### src/design/rld_pkg.sv
// Shared types, constants and helpers for the layer run-length decoder.
`timescale 1ns / 1ps

package rld_pkg;

  localparam int unsigned BYTE_W  = 8;
  localparam int unsigned COUNT_W = 28;
  localparam int unsigned DIM_W   = 14;
  localparam int unsigned CFG_IDX_W  = 2;
  localparam int unsigned CFG_DATA_W = 16;

  typedef enum logic [CFG_IDX_W-1:0] {
    REG_WIDTH_PIXELS  = 2'd0,
    REG_HEIGHT_PIXELS = 2'd1
  } cfg_reg_t;

  typedef enum logic [1:0] {
    ST_OK         = 2'd0,
    ST_BAD_PREFIX = 2'd1,
    ST_TRUNCATED  = 2'd2,
    ST_CAPACITY   = 2'd3
  } status_t;

  typedef struct packed {
    logic [BYTE_W-1:0] data_byte;
    logic              last_byte;
  } rld_item_t;

  typedef struct packed {
    logic [BYTE_W-1:0]  pixel_value;
    logic [COUNT_W-1:0] run_length;
    logic [COUNT_W-1:0] run_start;
    logic [COUNT_W-1:0] nonzero_runs;
    logic [COUNT_W-1:0] pixels_written;
    status_t            status;
    logic               layer_done;
  } rld_result_t;

  // A nonzero 7-bit code maps to (code << 1) | 1; zero stays zero.
  function automatic logic [BYTE_W-1:0] widen_code(input logic [BYTE_W-1:0] b);
    logic [BYTE_W-2:0] c;
    c = b[BYTE_W-2:0];
    return (c != '0) ? {c, 1'b1} : '0;
  endfunction

endpackage

### src/design/rld_ifs.sv
// Channel interfaces for the layer run-length decoder.
`timescale 1ns / 1ps

interface rld_in_if;
  import rld_pkg::*;
  logic              valid;
  logic              ready;
  logic [BYTE_W-1:0] data_byte;
  logic              last_byte;
  modport source (output valid, output data_byte, output last_byte, input ready);
  modport sink   (input valid, input data_byte, input last_byte, output ready);
endinterface

interface rld_out_if;
  import rld_pkg::*;
  logic               valid;
  logic               ready;
  logic [BYTE_W-1:0]  pixel_value;
  logic [COUNT_W-1:0] run_length;
  logic [COUNT_W-1:0] run_start;
  logic [COUNT_W-1:0] nonzero_runs;
  logic [COUNT_W-1:0] pixels_written;
  logic [1:0]         status;
  logic               layer_done;
  modport source (output valid, output pixel_value, output run_length, output run_start,
                  output nonzero_runs, output pixels_written, output status,
                  output layer_done, input ready);
  modport sink   (input valid, input pixel_value, input run_length, input run_start,
                  input nonzero_runs, input pixels_written, input status,
                  input layer_done, output ready);
endinterface

interface rld_cfg_if;
  import rld_pkg::*;
  logic                  valid;
  logic                  ready;
  logic [CFG_IDX_W-1:0]  reg_index;
  logic [CFG_DATA_W-1:0] wdata;
  modport source (output valid, output reg_index, output wdata, input ready);
  modport sink   (input valid, input reg_index, input wdata, output ready);
endinterface

### src/design/rld_in_reg.sv
// Input register stage: captures one compressed byte per transaction.
`timescale 1ns / 1ps

module rld_in_reg (
  input  logic               clk,
  input  logic               rst_n,
  rld_in_if.sink             in_bus,
  input  logic               advance,
  output logic               item_valid,
  output rld_pkg::rld_item_t item
);
  import rld_pkg::*;

  logic      valid_r;
  logic      valid_nxt;
  rld_item_t item_r;
  logic      take;

  assign in_bus.ready = !valid_r || advance;
  assign take         = in_bus.valid && in_bus.ready;
  assign valid_nxt    = take ? 1'b1 : (advance ? 1'b0 : valid_r);

  always_ff @(posedge clk) begin
    if (!rst_n) begin
      valid_r <= 1'b0;
    end else begin
      valid_r <= valid_nxt;
    end
    if (take) begin
      item_r.data_byte <= in_bus.data_byte;
      item_r.last_byte <= in_bus.last_byte;
    end
  end

  assign item_valid = valid_r;
  assign item       = item_r;

endmodule

### src/design/rld_decode.sv
// Header parser and run bookkeeping: layer state and the result of each byte.
`timescale 1ns / 1ps

module rld_decode (
  input  logic                          clk,
  input  logic                          rst_n,
  input  logic                          fire,
  input  rld_pkg::rld_item_t            item,
  input  logic [rld_pkg::COUNT_W-1:0]   capacity,
  output logic                          emit,
  output rld_pkg::rld_result_t          res
);
  import rld_pkg::*;

  typedef enum logic [1:0] {
    PH_CODE,
    PH_LEN_FIRST,
    PH_LEN_MORE
  } phase_t;

  phase_t             phase_r, phase_nxt;
  logic [BYTE_W-1:0]  held_r, held_nxt;
  logic [COUNT_W-1:0] accum_r, accum_nxt;
  logic [1:0]         extra_r, extra_nxt;
  logic [COUNT_W-1:0] pos_r, pos_nxt;
  logic [COUNT_W-1:0] nz_r, nz_nxt;
  logic               skip_r, skip_nxt;

  logic [BYTE_W-1:0]  b;
  logic               last;
  logic               run_go;
  logic               err_go;
  logic [BYTE_W-1:0]  run_v;
  logic [COUNT_W-1:0] run_len;
  status_t            err_status;
  logic [BYTE_W-1:0]  err_v;
  logic [COUNT_W-1:0] acc_shift;
  logic [1:0]         extra_dec;
  logic [COUNT_W:0]   end_pos;
  logic [COUNT_W-1:0] nz_inc;
  logic               clear_go;
  logic               skip_go;

  assign b    = item.data_byte;
  assign last = item.last_byte;

  always_comb begin
    phase_nxt  = phase_r;
    held_nxt   = held_r;
    accum_nxt  = accum_r;
    extra_nxt  = extra_r;
    pos_nxt    = pos_r;
    nz_nxt     = nz_r;
    skip_nxt   = skip_r;
    run_go     = 1'b0;
    err_go     = 1'b0;
    run_v      = held_r;
    run_len    = '0;
    err_status = ST_OK;
    err_v      = held_r;
    clear_go   = 1'b0;
    skip_go    = 1'b0;
    acc_shift  = {accum_r[COUNT_W-BYTE_W-1:0], b};
    extra_dec  = (extra_r != 2'd0) ? extra_r - 2'd1 : extra_r;

    if (skip_r) begin
      // Dropping bytes after an error until the layer's final byte.
      clear_go = last;
      skip_go  = 1'b0;
    end else begin
      unique case (phase_r)
        PH_CODE: begin
          if (!b[BYTE_W-1]) begin
            run_go  = 1'b1;
            run_v   = widen_code(b);
            run_len = COUNT_W'(1);
          end else begin
            held_nxt = widen_code(b);
            err_v    = widen_code(b);
            if (last) begin
              err_go     = 1'b1;
              err_status = ST_TRUNCATED;
            end else begin
              phase_nxt = PH_LEN_FIRST;
            end
          end
        end
        PH_LEN_FIRST: begin
          if (!b[BYTE_W-1]) begin
            run_go  = 1'b1;
            run_len = COUNT_W'(b);
          end else begin
            if (b[6] == 1'b0) begin
              accum_nxt = COUNT_W'(b[5:0]);
              extra_nxt = 2'd1;
            end else if (b[5] == 1'b0) begin
              accum_nxt = COUNT_W'(b[4:0]);
              extra_nxt = 2'd2;
            end else if (b[4] == 1'b0) begin
              accum_nxt = COUNT_W'(b[3:0]);
              extra_nxt = 2'd3;
            end else begin
              err_go     = 1'b1;
              err_status = ST_BAD_PREFIX;
            end
            if (!err_go) begin
              if (last) begin
                err_go     = 1'b1;
                err_status = ST_TRUNCATED;
              end else begin
                phase_nxt = PH_LEN_MORE;
              end
            end
          end
        end
        PH_LEN_MORE: begin
          accum_nxt = acc_shift;
          extra_nxt = extra_dec;
          if (extra_dec == 2'd0) begin
            run_go  = 1'b1;
            run_len = acc_shift;
          end else if (last) begin
            err_go     = 1'b1;
            err_status = ST_TRUNCATED;
          end
        end
        default: begin
          phase_nxt = PH_CODE;
        end
      endcase
    end

    end_pos = {1'b0, pos_r} + {1'b0, run_len};
    nz_inc  = nz_r + COUNT_W'(run_v != '0);

    res.pixel_value    = err_v;
    res.run_length     = '0;
    res.run_start      = pos_r;
    res.nonzero_runs   = nz_r;
    res.pixels_written = pos_r;
    res.status         = err_status;
    res.layer_done     = 1'b1;
    emit               = run_go || err_go;

    if (run_go) begin
      res.pixel_value = run_v;
      res.run_length  = run_len;
      if (end_pos > {1'b0, capacity}) begin
        res.status = ST_CAPACITY;
        clear_go   = 1'b1;
        skip_go    = !last;
      end else begin
        res.status         = ST_OK;
        res.nonzero_runs   = nz_inc;
        res.pixels_written = end_pos[COUNT_W-1:0];
        res.layer_done     = last;
        nz_nxt             = nz_inc;
        pos_nxt            = end_pos[COUNT_W-1:0];
        phase_nxt          = PH_CODE;
        accum_nxt          = '0;
        extra_nxt          = 2'd0;
        clear_go           = last;
        skip_go            = 1'b0;
      end
    end else if (err_go) begin
      clear_go = 1'b1;
      skip_go  = !last;
    end

    if (clear_go) begin
      phase_nxt = PH_CODE;
      held_nxt  = '0;
      accum_nxt = '0;
      extra_nxt = 2'd0;
      pos_nxt   = '0;
      nz_nxt    = '0;
      skip_nxt  = skip_go;
    end
  end

  always_ff @(posedge clk) begin
    if (!rst_n) begin
      phase_r <= PH_CODE;
      held_r  <= '0;
      accum_r <= '0;
      extra_r <= 2'd0;
      pos_r   <= '0;
      nz_r    <= '0;
      skip_r  <= 1'b0;
    end else if (fire) begin
      phase_r <= phase_nxt;
      held_r  <= held_nxt;
      accum_r <= accum_nxt;
      extra_r <= extra_nxt;
      pos_r   <= pos_nxt;
      nz_r    <= nz_nxt;
      skip_r  <= skip_nxt;
    end
  end

`ifndef SYNTHESIS
  // An error before the final byte must put the decoder into drop mode.
  a_err_sets_skip: assert property (@(posedge clk) disable iff (!rst_n)
    fire && emit && (res.status != ST_OK) && !last |=> skip_r)
    else $error("error result did not start dropping bytes");

  a_skip_silent: assert property (@(posedge clk) disable iff (!rst_n)
    skip_r |-> !emit)
    else $error("result produced while dropping bytes");

  a_more_has_count: assert property (@(posedge clk) disable iff (!rst_n)
    (phase_r == PH_LEN_MORE) |-> (extra_r != 2'd0))
    else $error("waiting for length bytes with none outstanding");

  // A finished layer leaves the position counter cleared.
  a_done_clears_pos: assert property (@(posedge clk) disable iff (!rst_n)
    fire && emit && res.layer_done |=> (pos_r == '0) && (nz_r == '0))
    else $error("layer state not cleared at end of layer");
`endif

endmodule

### src/design/rld_out_reg.sv
// Result register: holds one finished run until the sink takes it.
`timescale 1ns / 1ps

module rld_out_reg (
  input  logic                 clk,
  input  logic                 rst_n,
  input  logic                 load,
  input  rld_pkg::rld_result_t res,
  output logic                 slot_free,
  rld_out_if.source            out_bus
);
  import rld_pkg::*;

  logic        valid_r;
  logic        valid_nxt;
  rld_result_t res_r;

  assign slot_free = !valid_r || out_bus.ready;
  assign valid_nxt = load ? 1'b1 : (out_bus.ready ? 1'b0 : valid_r);

  always_ff @(posedge clk) begin
    if (!rst_n) begin
      valid_r <= 1'b0;
    end else begin
      valid_r <= valid_nxt;
    end
    if (load) begin
      res_r <= res;
    end
  end

  assign out_bus.valid          = valid_r;
  assign out_bus.pixel_value    = res_r.pixel_value;
  assign out_bus.run_length     = res_r.run_length;
  assign out_bus.run_start      = res_r.run_start;
  assign out_bus.nonzero_runs   = res_r.nonzero_runs;
  assign out_bus.pixels_written = res_r.pixels_written;
  assign out_bus.status         = res_r.status;
  assign out_bus.layer_done     = res_r.layer_done;

`ifndef SYNTHESIS
  a_ok_adds_up: assert property (@(posedge clk) disable iff (!rst_n)
    valid_r && (res_r.status == ST_OK) |->
      (res_r.pixels_written == res_r.run_start + res_r.run_length))
    else $error("pixel total does not match run start plus length");

  a_no_overwrite: assert property (@(posedge clk) disable iff (!rst_n)
    load |-> slot_free)
    else $error("result register loaded while still full");

  // A stalled result stays on the bus unchanged.
  a_hold_while_stalled: assert property (@(posedge clk) disable iff (!rst_n)
    valid_r && !out_bus.ready |=> valid_r && $stable(res_r))
    else $error("result changed while the sink was stalled");
`endif

endmodule

### src/design/layer_run_length_decoder.sv
// Top level of the layer run-length decoder.
//
//   channel  | direction | transaction
//   in_bus   | sink      | one compressed byte and its last-byte flag
//   out_bus  | source    | one finished run with totals and status
//   cfg_bus  | sink      | write of width_pixels or height_pixels
//
// One byte is accepted per cycle unless out_bus stalls; each result is registered.
// The rate is set by the per-byte layer state update: a 29-bit position add
// and compare against the capacity in the decode stage.
// Synchronous reset clears the layer state and sets both dimensions to 1.
// With out_bus stalled the result is held, one more byte is buffered, and
// then in_bus ready drops. Configuration writes are always ready.
`timescale 1ns / 1ps

module layer_run_length_decoder (
  input  logic       clk,
  input  logic       rst_n,
  rld_in_if.sink     in_bus,
  rld_out_if.source  out_bus,
  rld_cfg_if.sink    cfg_bus
);
  import rld_pkg::*;

  logic [DIM_W-1:0]   width_r;
  logic [DIM_W-1:0]   height_r;
  logic [COUNT_W-1:0] cap_r;
  logic               cfg_take;

  logic        item_valid;
  rld_item_t   item;
  logic        slot_free;
  logic        fire;
  logic        emit;
  rld_result_t res;

  assign cfg_bus.ready = 1'b1;
  assign cfg_take      = cfg_bus.valid && cfg_bus.ready;

  always_ff @(posedge clk) begin
    if (!rst_n) begin
      width_r  <= DIM_W'(1);
      height_r <= DIM_W'(1);
      cap_r    <= COUNT_W'(1);
    end else begin
      if (cfg_take) begin
        case (cfg_bus.reg_index)
          REG_WIDTH_PIXELS:  width_r  <= cfg_bus.wdata[DIM_W-1:0];
          REG_HEIGHT_PIXELS: height_r <= cfg_bus.wdata[DIM_W-1:0];
          default: ;
        endcase
      end
      // Capacity is registered from the dimensions and follows them in the next cycle.
      cap_r <= COUNT_W'(width_r) * COUNT_W'(height_r);
    end
  end

  assign fire = item_valid && slot_free;

  rld_in_reg u_in_reg (
    .clk        (clk),
    .rst_n      (rst_n),
    .in_bus     (in_bus),
    .advance    (fire),
    .item_valid (item_valid),
    .item       (item)
  );

  rld_decode u_decode (
    .clk      (clk),
    .rst_n    (rst_n),
    .fire     (fire),
    .item     (item),
    .capacity (cap_r),
    .emit     (emit),
    .res      (res)
  );

  rld_out_reg u_out_reg (
    .clk       (clk),
    .rst_n     (rst_n),
    .load      (fire && emit),
    .res       (res),
    .slot_free (slot_free),
    .out_bus   (out_bus)
  );

endmodule
### src/flat_wrapper.sv
// flat-port wrapper written by rule: the top's interface ports become plain ports
module layer_run_length_decoder_flat import rld_pkg::*;
  (clk, rst_n, in_bus_valid, in_bus_data_byte, in_bus_last_byte, in_bus_ready, out_bus_valid, out_bus_pixel_value, out_bus_run_length, out_bus_run_start, out_bus_nonzero_runs, out_bus_pixels_written, out_bus_status, out_bus_layer_done, out_bus_ready, cfg_bus_valid, cfg_bus_reg_index, cfg_bus_wdata, cfg_bus_ready);
  rld_in_if in_bus_i ();
  rld_out_if out_bus_i ();
  rld_cfg_if cfg_bus_i ();
  input  logic clk;
  input  logic rst_n;
  input wire logic [$bits(in_bus_i.valid)-1:0] in_bus_valid;
  input wire logic [$bits(in_bus_i.data_byte)-1:0] in_bus_data_byte;
  input wire logic [$bits(in_bus_i.last_byte)-1:0] in_bus_last_byte;
  output wire logic [$bits(in_bus_i.ready)-1:0] in_bus_ready;
  output wire logic [$bits(out_bus_i.valid)-1:0] out_bus_valid;
  output wire logic [$bits(out_bus_i.pixel_value)-1:0] out_bus_pixel_value;
  output wire logic [$bits(out_bus_i.run_length)-1:0] out_bus_run_length;
  output wire logic [$bits(out_bus_i.run_start)-1:0] out_bus_run_start;
  output wire logic [$bits(out_bus_i.nonzero_runs)-1:0] out_bus_nonzero_runs;
  output wire logic [$bits(out_bus_i.pixels_written)-1:0] out_bus_pixels_written;
  output wire logic [$bits(out_bus_i.status)-1:0] out_bus_status;
  output wire logic [$bits(out_bus_i.layer_done)-1:0] out_bus_layer_done;
  input wire logic [$bits(out_bus_i.ready)-1:0] out_bus_ready;
  input wire logic [$bits(cfg_bus_i.valid)-1:0] cfg_bus_valid;
  input wire logic [$bits(cfg_bus_i.reg_index)-1:0] cfg_bus_reg_index;
  input wire logic [$bits(cfg_bus_i.wdata)-1:0] cfg_bus_wdata;
  output wire logic [$bits(cfg_bus_i.ready)-1:0] cfg_bus_ready;
  assign in_bus_i.valid = in_bus_valid;
  assign in_bus_i.data_byte = in_bus_data_byte;
  assign in_bus_i.last_byte = in_bus_last_byte;
  assign in_bus_ready = in_bus_i.ready;
  assign out_bus_valid = out_bus_i.valid;
  assign out_bus_pixel_value = out_bus_i.pixel_value;
  assign out_bus_run_length = out_bus_i.run_length;
  assign out_bus_run_start = out_bus_i.run_start;
  assign out_bus_nonzero_runs = out_bus_i.nonzero_runs;
  assign out_bus_pixels_written = out_bus_i.pixels_written;
  assign out_bus_status = out_bus_i.status;
  assign out_bus_layer_done = out_bus_i.layer_done;
  assign out_bus_i.ready = out_bus_ready;
  assign cfg_bus_i.valid = cfg_bus_valid;
  assign cfg_bus_i.reg_index = cfg_bus_reg_index;
  assign cfg_bus_i.wdata = cfg_bus_wdata;
  assign cfg_bus_ready = cfg_bus_i.ready;
  layer_run_length_decoder u_core (.clk(clk), .rst_n(rst_n), .in_bus(in_bus_i), .out_bus(out_bus_i), .cfg_bus(cfg_bus_i));
endmodule
### config.mk
export PLATFORM = sky130hd
export DESIGN_NAME = layer_run_length_decoder_flat
export DESIGN_NICKNAME = d
export VERILOG_FILES = /design/src/design/rld_pkg.sv /design/src/design/rld_ifs.sv /design/src/design/rld_in_reg.sv /design/src/design/rld_decode.sv /design/src/design/rld_out_reg.sv /design/src/design/layer_run_length_decoder.sv /design/src/flat_wrapper.sv
export SDC_FILE = /design/constraint.sdc
export NUM_CORES = 1
export LEC_CHECK = 0
export BUFFER_PORTS_ARGS = -buffer_cell sky130_fd_sc_hd__buf_2
export CELL_PAD_IN_SITES_DETAIL_PLACEMENT = 1
export CELL_PAD_IN_SITES_GLOBAL_PLACEMENT = 2
export CORE_MARGIN = 4
export CORE_UTILIZATION = 35
export DETAILED_ROUTE_END_ITERATION = 16
export PLACE_DENSITY_LB_ADDON = 0.1
export SLEW_MARGIN = 20
export SYNTH_ARGS = -nofsm -noshare
export SYNTH_HDL_FRONTEND = slang
export SYNTH_SLANG_ARGS = --single-unit
### constraint.sdc
create_clock -name clk -period 6.82 [get_ports clk]
set_input_delay 0.341 -clock clk [delete_from_list [all_inputs] [get_ports clk]]
set_output_delay 0.341 -clock clk [all_outputs]
set_load 0.05 [all_outputs]
==> impl_metrics.csv <==
group,metric,value,unit
status,status,"finished clean",
cells_and_area,antenna_cells,0,
logic_synthesis,yosysSeqAreaShare,35.90,%
cells_and_area,area_delta_synth_final,17.84,%
timing,slew_headroom,39.14,%
timing,drv_slew,0,
critical_path,cp-start-kind,"flop",
clock_network,root_buffer,"clkbuf_16",
detailed_routing,via_per_inst,4.995,
clock_network,clk_latency,0.55,ns
global_routing,track_usage,19.13,%
die,ios,158,
die,die_w,242.5,µm
power,clkPwrFrac,45.9,%
global_routing,grt.overflow.total,0,
detailed_routing,route.detailed.drc,0,
placement,gp_congestion,0.8735,
global_routing,grt_pass1_wl,90900,µm
power,p_comb_share,11.3,%
power,total_power,4.276,mW
logic_synthesis,synth_fp_nets,2373,
clock_network,clk_path_buf_depth,3,
placement,port_buffers,154,
critical_path,critPathCaptureType,"flop",
power,ir_worst_vdd,137.3,µV
cells_and_area,fin_area,22670,µm²
placement,placed_cell_area,21240,µm²
cells_and_area,num-fill-cells,6180,
global_routing,use_met3,2.191,%
global_routing,first_global_vias,16340,
logic_synthesis,yosysTopAreaCellShare,20.60,%
logic_synthesis,synth_edf_count,132,
logic_synthesis,avgSynthCellArea,9.408,µm²
timing,period_share,94.28,%
logic_synthesis,synth_cell_type_count,68,
timing,setup_viol,0,
clock_network,h-tree-depth,2,
critical_path,slowest_delay,0.65,ns
logic_synthesis,synthFlopType,"dfxtp_1",
die,initial_core_util,35.54,%
timing,setup_ws,0.3899,ns
clock_network,cts.sinks,279,
power,power_density,188.6,nW/µm²
logic_synthesis,ys_warn_count,0,
power,p_seq_share,42.8,%
global_routing,grt_util_met2,34.76,%
critical_path,cpMostUsedCell,"fa_1",
global_routing,met1_usage,24.48,%
timing,hold_viol,0,
power,netSwitchingPower,1.144,mW
cells_and_area,fin_cells,2973,
timing,tightest_slew,0.9129,ns
detailed_routing,drt-total-wl,55970,µm
detailed_routing,ant_nets,0,
logic_synthesis,async_flop_share,0,%
power,power_leakage,10.08,nW
power,p_int,3.132,mW
global_routing,grt_start_max_net_pins,61,
die,die_h,242.5,µm
placement,dp.cells,2893,
timing,period_needed,6.430,ns
logic_synthesis,netlist_instances,2045,
timing,finClkSkew,0.01998,ns
clock_network,cts_tree,"yes",
detailed_routing,dr.pass1.iters,5,
critical_path,worstPathArrival,6.86,ns
logic_synthesis,synth_area_leaders,"edfxtp_1 (21%), dfxtp_1 (15%), fa_1 (15%)",
detailed_routing,drtIter0Drc,647,
placement,pre_cts_slack,-0.09166,ns
die,dieArea,58790,µm²
worst_hold_path,min_path_type,"input port to flop",
critical_path,reg2reg_slack,0.39,ns
timing,fmax,0.1555,GHz
detailed_routing,via_count,14850,
cells_and_area,fin_util,41.88,%
critical_path,cp.required,7.25,ns
cells_and_area,drive_gt1_share,14.93,%
critical_path,critPathKind,"flop to flop",
run,cap_violations,0,
cells_and_area,nNetsFinal,2578,
logic_synthesis,synth_top_area_cell,"edfxtp_1",
critical_path,crit_chain,"nand2_1, fa_1, fa_1, inv_1, fa_1, inv_1, fa_1, inv_1, fa_1, fa_1, ha_1, nand2_1, o21ai_0, o41a_1, a2111o_1, a41oi_1, o21bai_1, a21oi_1, xnor2_1, and2_1",
timing,fin_setup_tns,0,ns
clock_network,clk_pin_slew,0.06,ns
logic_synthesis,synth-seq-cells,279,
placement,hpwlAfterDp,43670,µm
timing,timing.hold.ws,0.04301,ns
clock_network,cts_made_buffers,35,
power,switching_share,26.75,%
global_routing,antenna_found_initial,1,
critical_path,cpMaxStageDelayCell,"dfxtp_1",
die,core-area,54130,µm²
die,std_cell_rows,85,
global_routing,top_usage_layer,"met2",
logic_synthesis,synth.cell_area,19240,µm²
detailed_routing,wl_per_cell,18.83,µm
critical_path,crit_path_max_fanout,11,
-- layout make-up --
class	instances	area [µm²]	area share, %
Clock buffer	43	935.9	4.128
Inverter	233	874.6	3.857
Timing Repair Buffer	254	1597	7.042
Sequential cell	279	6908	30.47
Tap cell	696	870.8	3.841
Multi-Input combinational cell	1447	11210	49.45
Clock inverter	21	276.5	1.220
-- final timing paths --
check / startpoint / end / cells after the start
setup / recovery: u_core.width_r[5] / u_core.cap_r[24] / 20
hold / removal: cfg_bus_wdata[5] / u_core.height_r[5] / 3
setup reg to reg: u_core.width_r[5] / u_core.cap_r[24] / 20
hold reg to reg: u_core.u_decode.pos_r[0] / u_core.u_out_reg.out_bus.run_start[0] / 0
-- layer usage --
| layer | share of wire, % | up-vias |
|---|---|---|
| met5 | 0 | - |
| met4 | 1.8 | 0 |
| met3 | 2.4 | 58 |
| met2 | 50 | 177 |
| met1 | 45 | 7388 |
| li1 | - | 7228 |
-- logic make-up after synthesis --
kind of cell	count (synthesis)	synth area share, %
AND/OR/NAND/NOR	716	17.83
AO/OA/AOI/OAI	351	11.21
buffers and inverters	319	6.341
adder cells (fa/ha/maj)	296	24.79
flip-flops	279	35.90
XOR/XNOR	72	3.278
multiplexers	11	0.6373
other	1	0.01949
-- power groups by stage --
| stage | clock network (mW) | logic (mW) | registers, mW |
|---|---|---|---|
| 6_report | 1.96 | 0.482 | 1.83 |
| 5_1_grt | 2.09 | 0.527 | 1.84 |
| 4_1_cts | 2.03 | 0.480 | 1.83 |
| 3_5_place_dp | 0 | 0.473 | 1.87 |
| 3_3_place_gp | 0 | 0.466 | 1.87 |
| 2_1_floorplan | 0 | 0.207 | 1.95 |
-- what timing repair did --
action	CTS	global route
hold endpoints to repair	10	0
pin swaps	0	5
buffers inserted	0	6
hold buffers	10	0
gates resized for setup	3	19
setup endpoints to repair	43	97
-- placed cells by master (no fill, tap or decap), types with 6 or more instances in the layout --
| cell | Yosys | final |
|---|---|---|
| nand2_1 | 317 | 317 |
| inv_1 | 232 | 232 |
| ha_1 | 154 | 154 |
| buf_2 | 3 | 154 |
| dfxtp_1 | 147 | 146 |
| fa_1 | 142 | 142 |
| and2_1 | 137 | 137 |
| edfxtp_1 | 132 | 132 |
| o21ai_0 | 113 | 109 |
| a21oi_1 | 97 | 96 |
| buf_4 | 1 | 85 |
| nor2_1 | 82 | 79 |
| nand3_1 | 42 | 42 |
| xnor2_1 | 42 | 42 |
| clkbuf_16 | 0 | 35 |
| nor2b_1 | 31 | 30 |
| xor2_1 | 30 | 30 |
| a21o_1 | 29 | 29 |
| nor3_1 | 26 | 22 |
| a22oi_1 | 17 | 17 |
| and3_1 | 14 | 14 |
| nand4_1 | 14 | 14 |
| o21a_1 | 13 | 13 |
| or3_1 | 14 | 13 |
| a22o_1 | 13 | 13 |
| nor4_1 | 11 | 11 |
| o21bai_1 | 10 | 10 |
| mux2_2 | 10 | 10 |
| dlygate4sd3_1 | 0 | 10 |
| nand2b_1 | 8 | 8 |
| a21boi_0 | 9 | 7 |
| a31oi_1 | 7 | 6 |
-- registers in the layout, summed over array words and instances, names as in the netlist, 9 cells and up --
name and flops:
u_core.u_out_reg.out_bus.pixels_written 28, u_core.u_out_reg.out_bus.run_start 28, u_core.u_decode.nz_r 28, u_core.u_out_reg.out_bus.run_length 28
u_core.u_decode.pos_r 28, u_core.cap_r 28, u_core.u_out_reg.out_bus.nonzero_runs 28, u_core.width_r 14
u_core.u_decode.accum_r 20, u_core.height_r 14, u_core.u_in_reg.item 9
-- synth_stat cells, drive strengths merged, types with 5 or more instances --
master    n
a211oi    5
a21boi    9
a21o     29
a21oi    97
a22o     13
a22oi    17
a31oi     7
and2    137
and3     14
buf       8
clkbuf   78
dfxtp   147
edfxtp  132
fa      142
ha      154
inv     233
mux2     10
nand2   317
nand2b    8
nand3    42
nand4    14
nor2     82
nor2b    31
nor3     27
nor4     11
o211ai    5
o21a     13
o21ai   115
o21bai   10
o22ai     5
or2       5
or3      14
xnor2    42
xor2     30
-- worst max-delay path: cells and delay by family (launching register included) --
kind | cells | cell delay [ns]
AOI/OAI and AO/OA | 6 | 1.63
DFF | 1 | 0.65
buffers and inverters | 3 | 0.15
adders and majority gates | 7 | 3.34
xor gates and xnor gates | 1 | 0.07
and+or+nand+nor | 3 | 0.48
Note: power is estimated with default switching activity, not from simulation.
